--- config.mk ---
export PLATFORM = sky130hd
export DESIGN_NAME = float_to_decimal_split
export DESIGN_NICKNAME = d
export VERILOG_FILES = /design/src/sv/ftds_pkg.sv /design/src/sv/float_to_decimal_split.sv
export SDC_FILE = /design/constraint.sdc
export NUM_CORES = 2
export LEC_CHECK = 0
export BUFFER_PORTS_ARGS = -buffer_cell sky130_fd_sc_hd__buf_2
export CORE_AREA = 5 5 327 329
export CTS_BUF_LIST = sky130_fd_sc_hd__clkbuf_2
export DETAILED_ROUTE_END_ITERATION = 10
export DIE_AREA = 0 0 332 334
export MAX_ROUTING_LAYER = met4
export PLACE_DENSITY = 0.57
export SYNTH_ARGS = -nofsm -noshare
export SYNTH_HDL_FRONTEND = slang
export SYNTH_SLANG_ARGS = --single-unit
--- constraint.sdc ---
create_clock -name aclk -period 12.7 [get_ports aclk]
set_input_delay 0.635 -clock aclk [delete_from_list [all_inputs] [get_ports aclk]]
set_output_delay 0.635 -clock aclk [all_outputs]
set_load 0.005 [all_outputs]
--- src/sv/ftds_pkg.sv ---
package ftds_pkg;

    localparam int unsigned VALUE_W = 32;
    localparam int unsigned DIGIT_W = 4;
    localparam int unsigned INT_W   = 31;
    localparam int unsigned FRAC_W  = 30;
    localparam int unsigned MAN_W   = 24;
    localparam int unsigned PROD_W  = MAN_W + FRAC_W;
    localparam int unsigned SHIFT_W = 6;
    localparam logic [SHIFT_W-1:0] SHIFT_CAP = SHIFT_W'(PROD_W + 1);
    localparam logic [7:0] EXP_SPECIAL = 8'hFF;
    localparam logic [7:0] EXP_BIAS_INT = 8'd150;
    localparam logic [7:0] EXP_OVF = 8'd158;
    localparam logic [INT_W-1:0] INT_SAT = {INT_W{1'b1}};

    typedef logic [FRAC_W-1:0] scale_t;

    // Powers of ten by digit count
    function automatic scale_t pow10(input logic [DIGIT_W-1:0] d);
        scale_t r;
        case (d)
            4'd0:    r = FRAC_W'(1);
            4'd1:    r = FRAC_W'(10);
            4'd2:    r = FRAC_W'(100);
            4'd3:    r = FRAC_W'(1000);
            4'd4:    r = FRAC_W'(10000);
            4'd5:    r = FRAC_W'(100000);
            4'd6:    r = FRAC_W'(1000000);
            4'd7:    r = FRAC_W'(10000000);
            4'd8:    r = FRAC_W'(100000000);
            default: r = FRAC_W'(1000000000);
        endcase
        return r;
    endfunction

endpackage

--- src/sv/float_to_decimal_split.sv ---
// Throughput: one transaction per cycle; the four stages advance together
// whenever the output register is empty or its result is being taken.
// Stages: decode and split, fraction times 10^digits, round and shift, carry.
// Reset (aresetn low, synchronous) clears all stage valid bits.
module float_to_decimal_split #(
    parameter int unsigned MAX_DIGITS = 9
) (
    input  logic        aclk,
    input  logic        aresetn,
    input  logic        s_tvalid,
    output logic        s_tready,
    // [31:0] value_bits, [35:32] digits, [39:36] zero
    input  logic [39:0] s_tdata,
    output logic        m_tvalid,
    input  logic        m_tready,
    // [0] negative, [31:1] integer_part, [61:32] fraction_part, [62] overflow
    output logic [63:0] m_tdata
);
    import ftds_pkg::*;

    localparam logic [DIGIT_W-1:0] DMAX = DIGIT_W'(MAX_DIGITS);

    logic adv;
    assign adv = !m_tvalid || m_tready;
    assign s_tready = adv;

    // Stage 1: decode
    logic [VALUE_W-1:0] bits;
    logic [DIGIT_W-1:0] dig_in, dig_c;
    logic [7:0] ef;
    logic [MAN_W-1:0] man;
    logic [7:0] k_full;
    logic [7:0] e_pos;
    logic [INT_W-1:0] ip1_next;
    logic [MAN_W-1:0] f1_next;
    logic [SHIFT_W-1:0] k1_next;
    logic ovf1_next;

    assign bits   = s_tdata[31:0];
    assign dig_in = s_tdata[35:32];
    assign dig_c  = (dig_in > DMAX) ? DMAX : dig_in;
    assign ef     = bits[30:23];
    assign man    = (ef == 8'd0) ? {1'b0, bits[22:0]} : {1'b1, bits[22:0]};
    assign k_full = (ef == 8'd0) ? 8'd149 : (EXP_BIAS_INT - ef);
    assign e_pos  = ef - EXP_BIAS_INT;

    always_comb begin
        ovf1_next = 1'b0;
        ip1_next  = '0;
        f1_next   = '0;
        k1_next   = SHIFT_W'(1);
        if (ef == EXP_SPECIAL) begin
            ovf1_next = 1'b1;
        end else if (ef >= EXP_BIAS_INT) begin
            ovf1_next = (ef >= EXP_OVF) && (man != '0);
            ip1_next  = INT_W'(man) << e_pos[2:0];
        end else if (k_full >= 8'(MAN_W)) begin
            f1_next = man;
            k1_next = (k_full >= 8'(SHIFT_CAP)) ? SHIFT_CAP : k_full[SHIFT_W-1:0];
        end else begin
            ip1_next = INT_W'(man >> k_full[4:0]);
            f1_next  = man & ((MAN_W'(1) << k_full[4:0]) - MAN_W'(1));
            k1_next  = k_full[SHIFT_W-1:0];
        end
    end

    logic v1_reg, neg1_reg, ovf1_reg;
    logic [INT_W-1:0] ip1_reg;
    logic [MAN_W-1:0] f1_reg;
    logic [SHIFT_W-1:0] k1_reg;
    scale_t s1_reg;

    // Stage 2: scale fraction
    logic v2_reg, neg2_reg, ovf2_reg;
    logic [INT_W-1:0] ip2_reg;
    logic [PROD_W-1:0] p2_reg;
    logic [SHIFT_W-1:0] k2_reg;
    scale_t s2_reg;
    logic [PROD_W-1:0] p2_next;
    assign p2_next = PROD_W'(f1_reg) * PROD_W'(s1_reg);

    // Stage 3: round half-up and shift
    logic v3_reg, neg3_reg, ovf3_reg;
    logic [INT_W-1:0] ip3_reg;
    logic [FRAC_W:0] q3_reg;
    scale_t s3_reg;
    logic [PROD_W+1:0] sum3;
    logic [PROD_W+1:0] q3_wide;
    logic [FRAC_W:0] q3_next;
    assign sum3    = (PROD_W+2)'(p2_reg) + ((PROD_W+2)'(1) << (k2_reg - SHIFT_W'(1)));
    assign q3_wide = sum3 >> k2_reg;
    assign q3_next = q3_wide[FRAC_W:0];

    // Stage 4: carry into integer part, saturate
    logic v4_reg;
    logic [63:0] out_reg;
    logic [63:0] out_next;
    logic carry;
    assign carry = (q3_reg == {1'b0, s3_reg});
    always_comb begin
        out_next = '0;
        out_next[0] = neg3_reg;
        out_next[62] = ovf3_reg;
        if (ovf3_reg) begin
            out_next[31:1] = INT_SAT;
        end else if (carry) begin
            out_next[31:1] = ip3_reg + INT_W'(1);
        end else begin
            out_next[31:1]  = ip3_reg;
            out_next[61:32] = q3_reg[FRAC_W-1:0];
        end
    end

    // Advance valid bits
    always_ff @(posedge aclk) begin
        if (!aresetn) begin
            v1_reg <= 1'b0;
            v2_reg <= 1'b0;
            v3_reg <= 1'b0;
            v4_reg <= 1'b0;
        end else if (adv) begin
            v1_reg <= s_tvalid;
            v2_reg <= v1_reg;
            v3_reg <= v2_reg;
            v4_reg <= v3_reg;
        end
    end

    // Advance payload
    always_ff @(posedge aclk) begin
        if (adv) begin
            neg1_reg <= bits[31];
            ovf1_reg <= ovf1_next;
            ip1_reg  <= ip1_next;
            f1_reg   <= f1_next;
            k1_reg   <= k1_next;
            s1_reg   <= pow10(dig_c);
            neg2_reg <= neg1_reg;
            ovf2_reg <= ovf1_reg;
            ip2_reg  <= ip1_reg;
            p2_reg   <= p2_next;
            k2_reg   <= k1_reg;
            s2_reg   <= s1_reg;
            neg3_reg <= neg2_reg;
            ovf3_reg <= ovf2_reg;
            ip3_reg  <= ip2_reg;
            q3_reg   <= q3_next;
            s3_reg   <= s2_reg;
            out_reg  <= out_next;
        end
    end

    assign m_tvalid = v4_reg;
    assign m_tdata  = out_reg;

endmodule
# After elaboration in Yosys (flattened, before gate mapping)
# Memories as Yosys holds them, arrays and structs flattened. A register that Yosys moved wholly into a read port is not among the register bits.
# Cells that the tools add are included.
[word_totals] mem_bits_rw=0 mem_count=1 output_inout_bits=66 regBits=347 latch_bits=0 rom_bits=480
[op_classes] n_mul=1 muxes=10 n_lt_le_gt_ge=5 eq_ne=2 shift=5 n_reduce_logical=7 n_div=0 bitwise=1 n_addsub=6
[memory_table] name="(name not given)" words=16 width=30 read_ports=1 rd_ports_with_merged_regs=1 write_ports=0 line="ftds_pkg.sv:21" source="case (d)"
[ops] operator="$mux W31" n=3
[ops] operator="$add A54 B56 Y56" n=1
[ops] operator="$shl A1 B6 Y56 const A" n=1
[ops] operator="$shr A56 B6 Y31" n=1
[ops] operator="$mul A24 B30 Y54" n=1
[ops] operator="$mux W24" n=2
[ops] operator="$add A31 B1 Y31 const B" n=1
[ops] operator="$eq A31 B30 Y1" n=1
[ops] operator="$shl A24 B3 Y31" n=1
[ops] operator="$shr A24 B5 Y31" n=1
[ops] operator="$and A24 B24 Y24" n=1
[ops] operator="$reduce_bool A24 Y1" n=1
[ops] operator="$shl A1 B5 Y24 const A" n=1
[ops] operator="$sub A24 B1 Y24 const B" n=1
[ops] operator="$ge A8 B8 Y1 const B" n=2
[ops] operator="$mux W6" n=2
[ops] operator="$eq A8 B8 Y1 const B" n=1
[ops] operator="$ge A8 B5 Y1 const B" n=1
[ops] operator="$ge A8 B6 Y1 const B" n=1
[ops] operator="$logic_not A8 Y1" n=1
[ops] operator="$mux W8" n=1
[ops] operator="$sub A8 B8 Y8 const A" n=1
[ops] operator="$sub A6 B1 Y6 const B" n=1
[ops] operator="$gt A4 B4 Y1 const B" n=1
[ops] operator="7 further kinds" n=8

# Logic depth before layout (Yosys ltp)
[logic_depth] ltp_word=6 ltp_mapped=28 ltp_nobuf=27

# Worst setup path after synthesis
# OpenSTA, ideal clock, no wires.
[synth_path] kind="input to register" startpoint="input port m_tready" endpoint="register v4_reg, in the netlist m_tvalid" t_required_ps=12126 n_path_buf=1 setup_ps=574 arrival_ps=11255 path_stages=3 setup_slack_ps=871 cell_sequence="nand2b_1 -> clkbuf_1 -> a21boi_0"
[synth_between] elab_chain_len=1
[synth_rtl] item="start: declaration" line="float_to_decimal_split.sv:15" source="input logic m_tready,"
[synth_rtl] item="$logic_or A1 B1 Y1" line="float_to_decimal_split.sv:24" source="assign adv = !m_tvalid || m_tready;"
[synth_rtl] item="via s_tready" line="float_to_decimal_split.sv:11" source="output logic s_tready,"
[synth_rtl] item="end signal: assignment" line="float_to_decimal_split.sv:125" source="v4_reg <= v3_reg;"
[synth_rtl] item="end: declaration" line="float_to_decimal_split.sv:95" source="logic v4_reg;"
# The timed path passes the listed nets, and every way through them passes these cells.
# A chain may end at the register's enable or synchronous reset.

# Final worst setup path
[layout_path] startpoint="register f1_reg[7]" endpoint="register p2_reg[53], data pin"
[layout_between] elab_chain_len=1
[layout_rtl] item="start: declaration" line="float_to_decimal_split.sv:69" source="logic [MAN_W-1:0] f1_reg;"
[layout_rtl] item="start signal: assignment" line="float_to_decimal_split.sv:135" source="f1_reg <= f1_next;"
[layout_rtl] item="$mul A24 B30 Y54" line="float_to_decimal_split.sv:80" source="assign p2_next = PROD_W'(f1_reg) * PROD_W'(s1_reg);"
[layout_rtl] item="via p2_next[53]" line="float_to_decimal_split.sv:79" source="logic [PROD_W-1:0] p2_next;"
[layout_rtl] item="end signal: assignment" line="float_to_decimal_split.sv:141" source="p2_reg <= p2_next;"
[layout_rtl] item="end: declaration" line="float_to_decimal_split.sv:76" source="logic [PROD_W-1:0] p2_reg;"
# The timed path passes the listed nets, and every way through them passes these cells.

==> results.py <==
metrics = {
    "outcome": {
        "status": "finished clean",
    },
    "floorplan": {
        "die_y_um": 334,
        "core_region_area_mm2": 0.103,
        "die_x_um": 332,
        "start_util_pct": 44.9,
        "rows": 118,
        "io_pins": 110,
        "die-area_mm2": 0.111,
    },
    "route": {
        "routed_wl_um": 142000,
        "vias": 36117,
        "drt-initial-drc-count": 3290,
        "drtAntennaViolNets": 0,
        "vias_per_cell": 5.65,
        "dr.pass1.iters": 6,
        "drt-wirelength-per-cell_um": 22.3,
        "post-route-drc-count": 0,
    },
    "yosys": {
        "synthTopCellsByArea": "fa_1 (27%), edfxtp_1 (23%), ha_1 (6.8%)",
        "synth_flop_cell": "edfxtp_1",
        "ys_seq_elements": 356,
        "synth_top_cell_by_area": "fa_1",
        "async_flop_share_pct": 0,
        "seq_area_frac_synth_pct": 23.0,
        "postSynthAreaPerCell_um2": 9.50,
        "synth_nets": 5789,
        "yosysUniqueCellTypes": 100,
        "synth_top_area_share_pct": 26.7,
        "ys_warn_count": 0,
        "syn_inst": 4877,
        "synth_edf_count": 352,
        "synth_area_mm2": 0.0463,
    },
    "global_routing": {
        "grt_pass1_vias": 36953,
        "grt_pass1_wl_um": 221000,
        "grt_max_degree": 71,
        "grtUsageTotal_pct": 26.2,
        "overflow": 0,
        "grt_antenna_before_repair": 8,
    },
    "clock_network": {
        "tritoncts": "yes",
        "hold_buffers": 32,
        "clk_pin_slew_ns": 0.10,
        "clock_sinks": 356,
        "clkLatencyLatePin_ns": 1.09,
        "htreeDepth": 3,
        "cts_buffers": 86,
        "ctsLongestPathBuffers": 3,
        "cts_resized": 0,
        "clockRootBuffer": "clkbuf_2",
        "post_cts_buffers": 0,
    },
    "placed_design": {
        "gp_congestion": 0.977,
        "io_buffers": 104,
        "dp_hpwl_um": 110000,
    },
    "critical_path": {
        "crit_path_start_kind": "flip-flop",
        "cp_slowest_stage_delay_ns": 0.97,
        "worstSetupPathType": "flip-flop to flip-flop",
        "crit_required_ns": 13.54,
        "cp.arrival_ns": 10.24,
        "critPathSlowestCell": "edfxtp_1",
        "worst_setup_path_end_kind": "flip-flop",
        "ff2ff_setup_slack_ns": 3.30,
        "crit_fanout": 23,
        "crit_top_cell": "fa_1",
        "r2r_cells": 25,
    },
    "cells_and_area": {
        "nFillCells": 9899,
        "nNetsFinal": 5855,
        "areaGrowthSynthToFinish_pct": 6.73,
        "layout_common_cells": "inv_1 (773), fa_1 (617), nand2_1 (502)",
        "largest_reg_flops": 63,
        "seq_area_mm2": 0.0107,
        "drive_gt1_share_pct": 8.30,
        "multiInputGateArea_mm2": 0.0319,
        "final_common_cell": "inv_1",
    },
    "sta": {
        "hold_viol_final": 0,
        "fin_crit_ns": 9.40,
        "clock.fmax_ghz": 0.106,
        "relSlewSlack_pct": 18.0,
        "setup_viol": 0,
        "rsz0062_at_grt": "no",
        "fin_crit_sh_pct": 74.0,
        "tightestPinTransition_ns": 1.21,
        "skew_ns": 0.0954,
        "final.setup.tns_ns": 0,
        "finalMaxSlewViolations": 0,
    },
    "power_and_ir_drop": {
        "p_leak_nw": 23.1,
        "ir_drop_v": 0.000291,
        "power.density_mw_per_mm2": 186,
        "power_w": 0.00919,
    },
    "worst_hold_path": {
        "hold_path.class": "input pin to flip-flop",
        "hold_path_depth": 3,
    },
    "run": {
        "cap_violations": 0,
    },
}
## metrics by stage
step	util [%]	hold slack, ns	instances	setup slack, ns	area (µm²)
after floorplan	-	0.400	4877	0.871	46300
after global placement	46.8	0.401	6203	3.49	48300
after detailed placement	46.8	0.405	6203	3.43	48300
after CTS	47.9	0.0460	6390	3.49	49400
after global routing	47.9	0.0753	6393	3.07	49400
final	47.9	0.195	6394	3.30	49500
## layout make-up
type                            instances  area share [%]
Multi-Input combinational cell       3503            64.4
Clock buffer                          121            1.22
Antenna cell                            4          0.0202
Timing Repair Buffer                  219            2.96
Tap cell                             1380            3.49
Clock inverter                         34           0.423
Sequential cell                       356            21.5
Inverter                              777            5.90
## kinds of logic (layout without fill, tap and decap cells)
| family | count (synthesis) | in the layout | share of synthesized area (%) |
|---|---|---|---|
| multiplexers | 158 | 158 | 4.33 |
| other | 1 | 5 | 0.00809 |
| XOR/XNOR | 137 | 137 | 2.59 |
| buffers and inverters | 1018 | 1151 | 8.28 |
| AO/OA/AOI/OAI | 800 | 800 | 11.9 |
| adder cells (fa/ha/maj) | 868 | 868 | 33.4 |
| flip-flops | 356 | 356 | 23.0 |
| AND/OR/NAND/NOR | 1539 | 1539 | 16.5 |
## Yosys cell counts, types with 16 or more instances
library cell    n
a211o_1        24
a211oi_1       46
a21o_1         59
a21oi_1       196
a221oi_1       16
a31oi_1        31
and2_1        359
and3_1         45
buf_1          21
clkbuf_1      208
edfxtp_1      352
fa_1          617
ha_1          251
inv_1         773
mux2_2         19
mux2i_1       107
mux4_2         32
nand2_1       502
nand2b_1       48
nand3_1       103
nand4_1        25
nor2_1        245
nor2b_1        28
nor3_1         80
nor4_1         22
o211ai_1       24
o21a_1         28
o21ai_0       125
o21bai_1       26
o22ai_1        21
o31ai_1        25
or3_1          24
xnor2_1        74
xor2_1         63
## report_power, final
part / switching, W / internal (W) / leakage [nW]
clock network: 0.000468 / 0.000304 / 0.601
registers: 0.000117 / 0.00176 / 4.01
logic: 0.00395 / 0.00260 / 18.5
total: 0.00453 / 0.00466 / 23.1
## worst max-delay path: cells and delay by family, from the launching register on
family          cells  cell delay [ns]
compound gates      8             2.97
xor+xnor            1             0.08
fa+ha+maj           8             3.81
buf+inv             5             0.59
flops               1             0.97
simple gates        3             0.79
## worst paths after layout
path | startpoint | to
min | s_tdata[22] | f1_reg[22]
max | f1_reg[7] | p2_reg[53]
max reg2reg | f1_reg[7] | p2_reg[53]
min reg2reg | ip1_reg[3] | ip2_reg[3]
## layer usage
metal  global-route usage (%)  share of wire, %  vias up
li1                         -                 -    16498
met1                     36.1                45    18086
met2                     40.9                46     1287
met3                     3.72               6.2      246
met4                     7.69               3.2        0
met5                        -                 0        -
(Power assumes the default switching activity.)
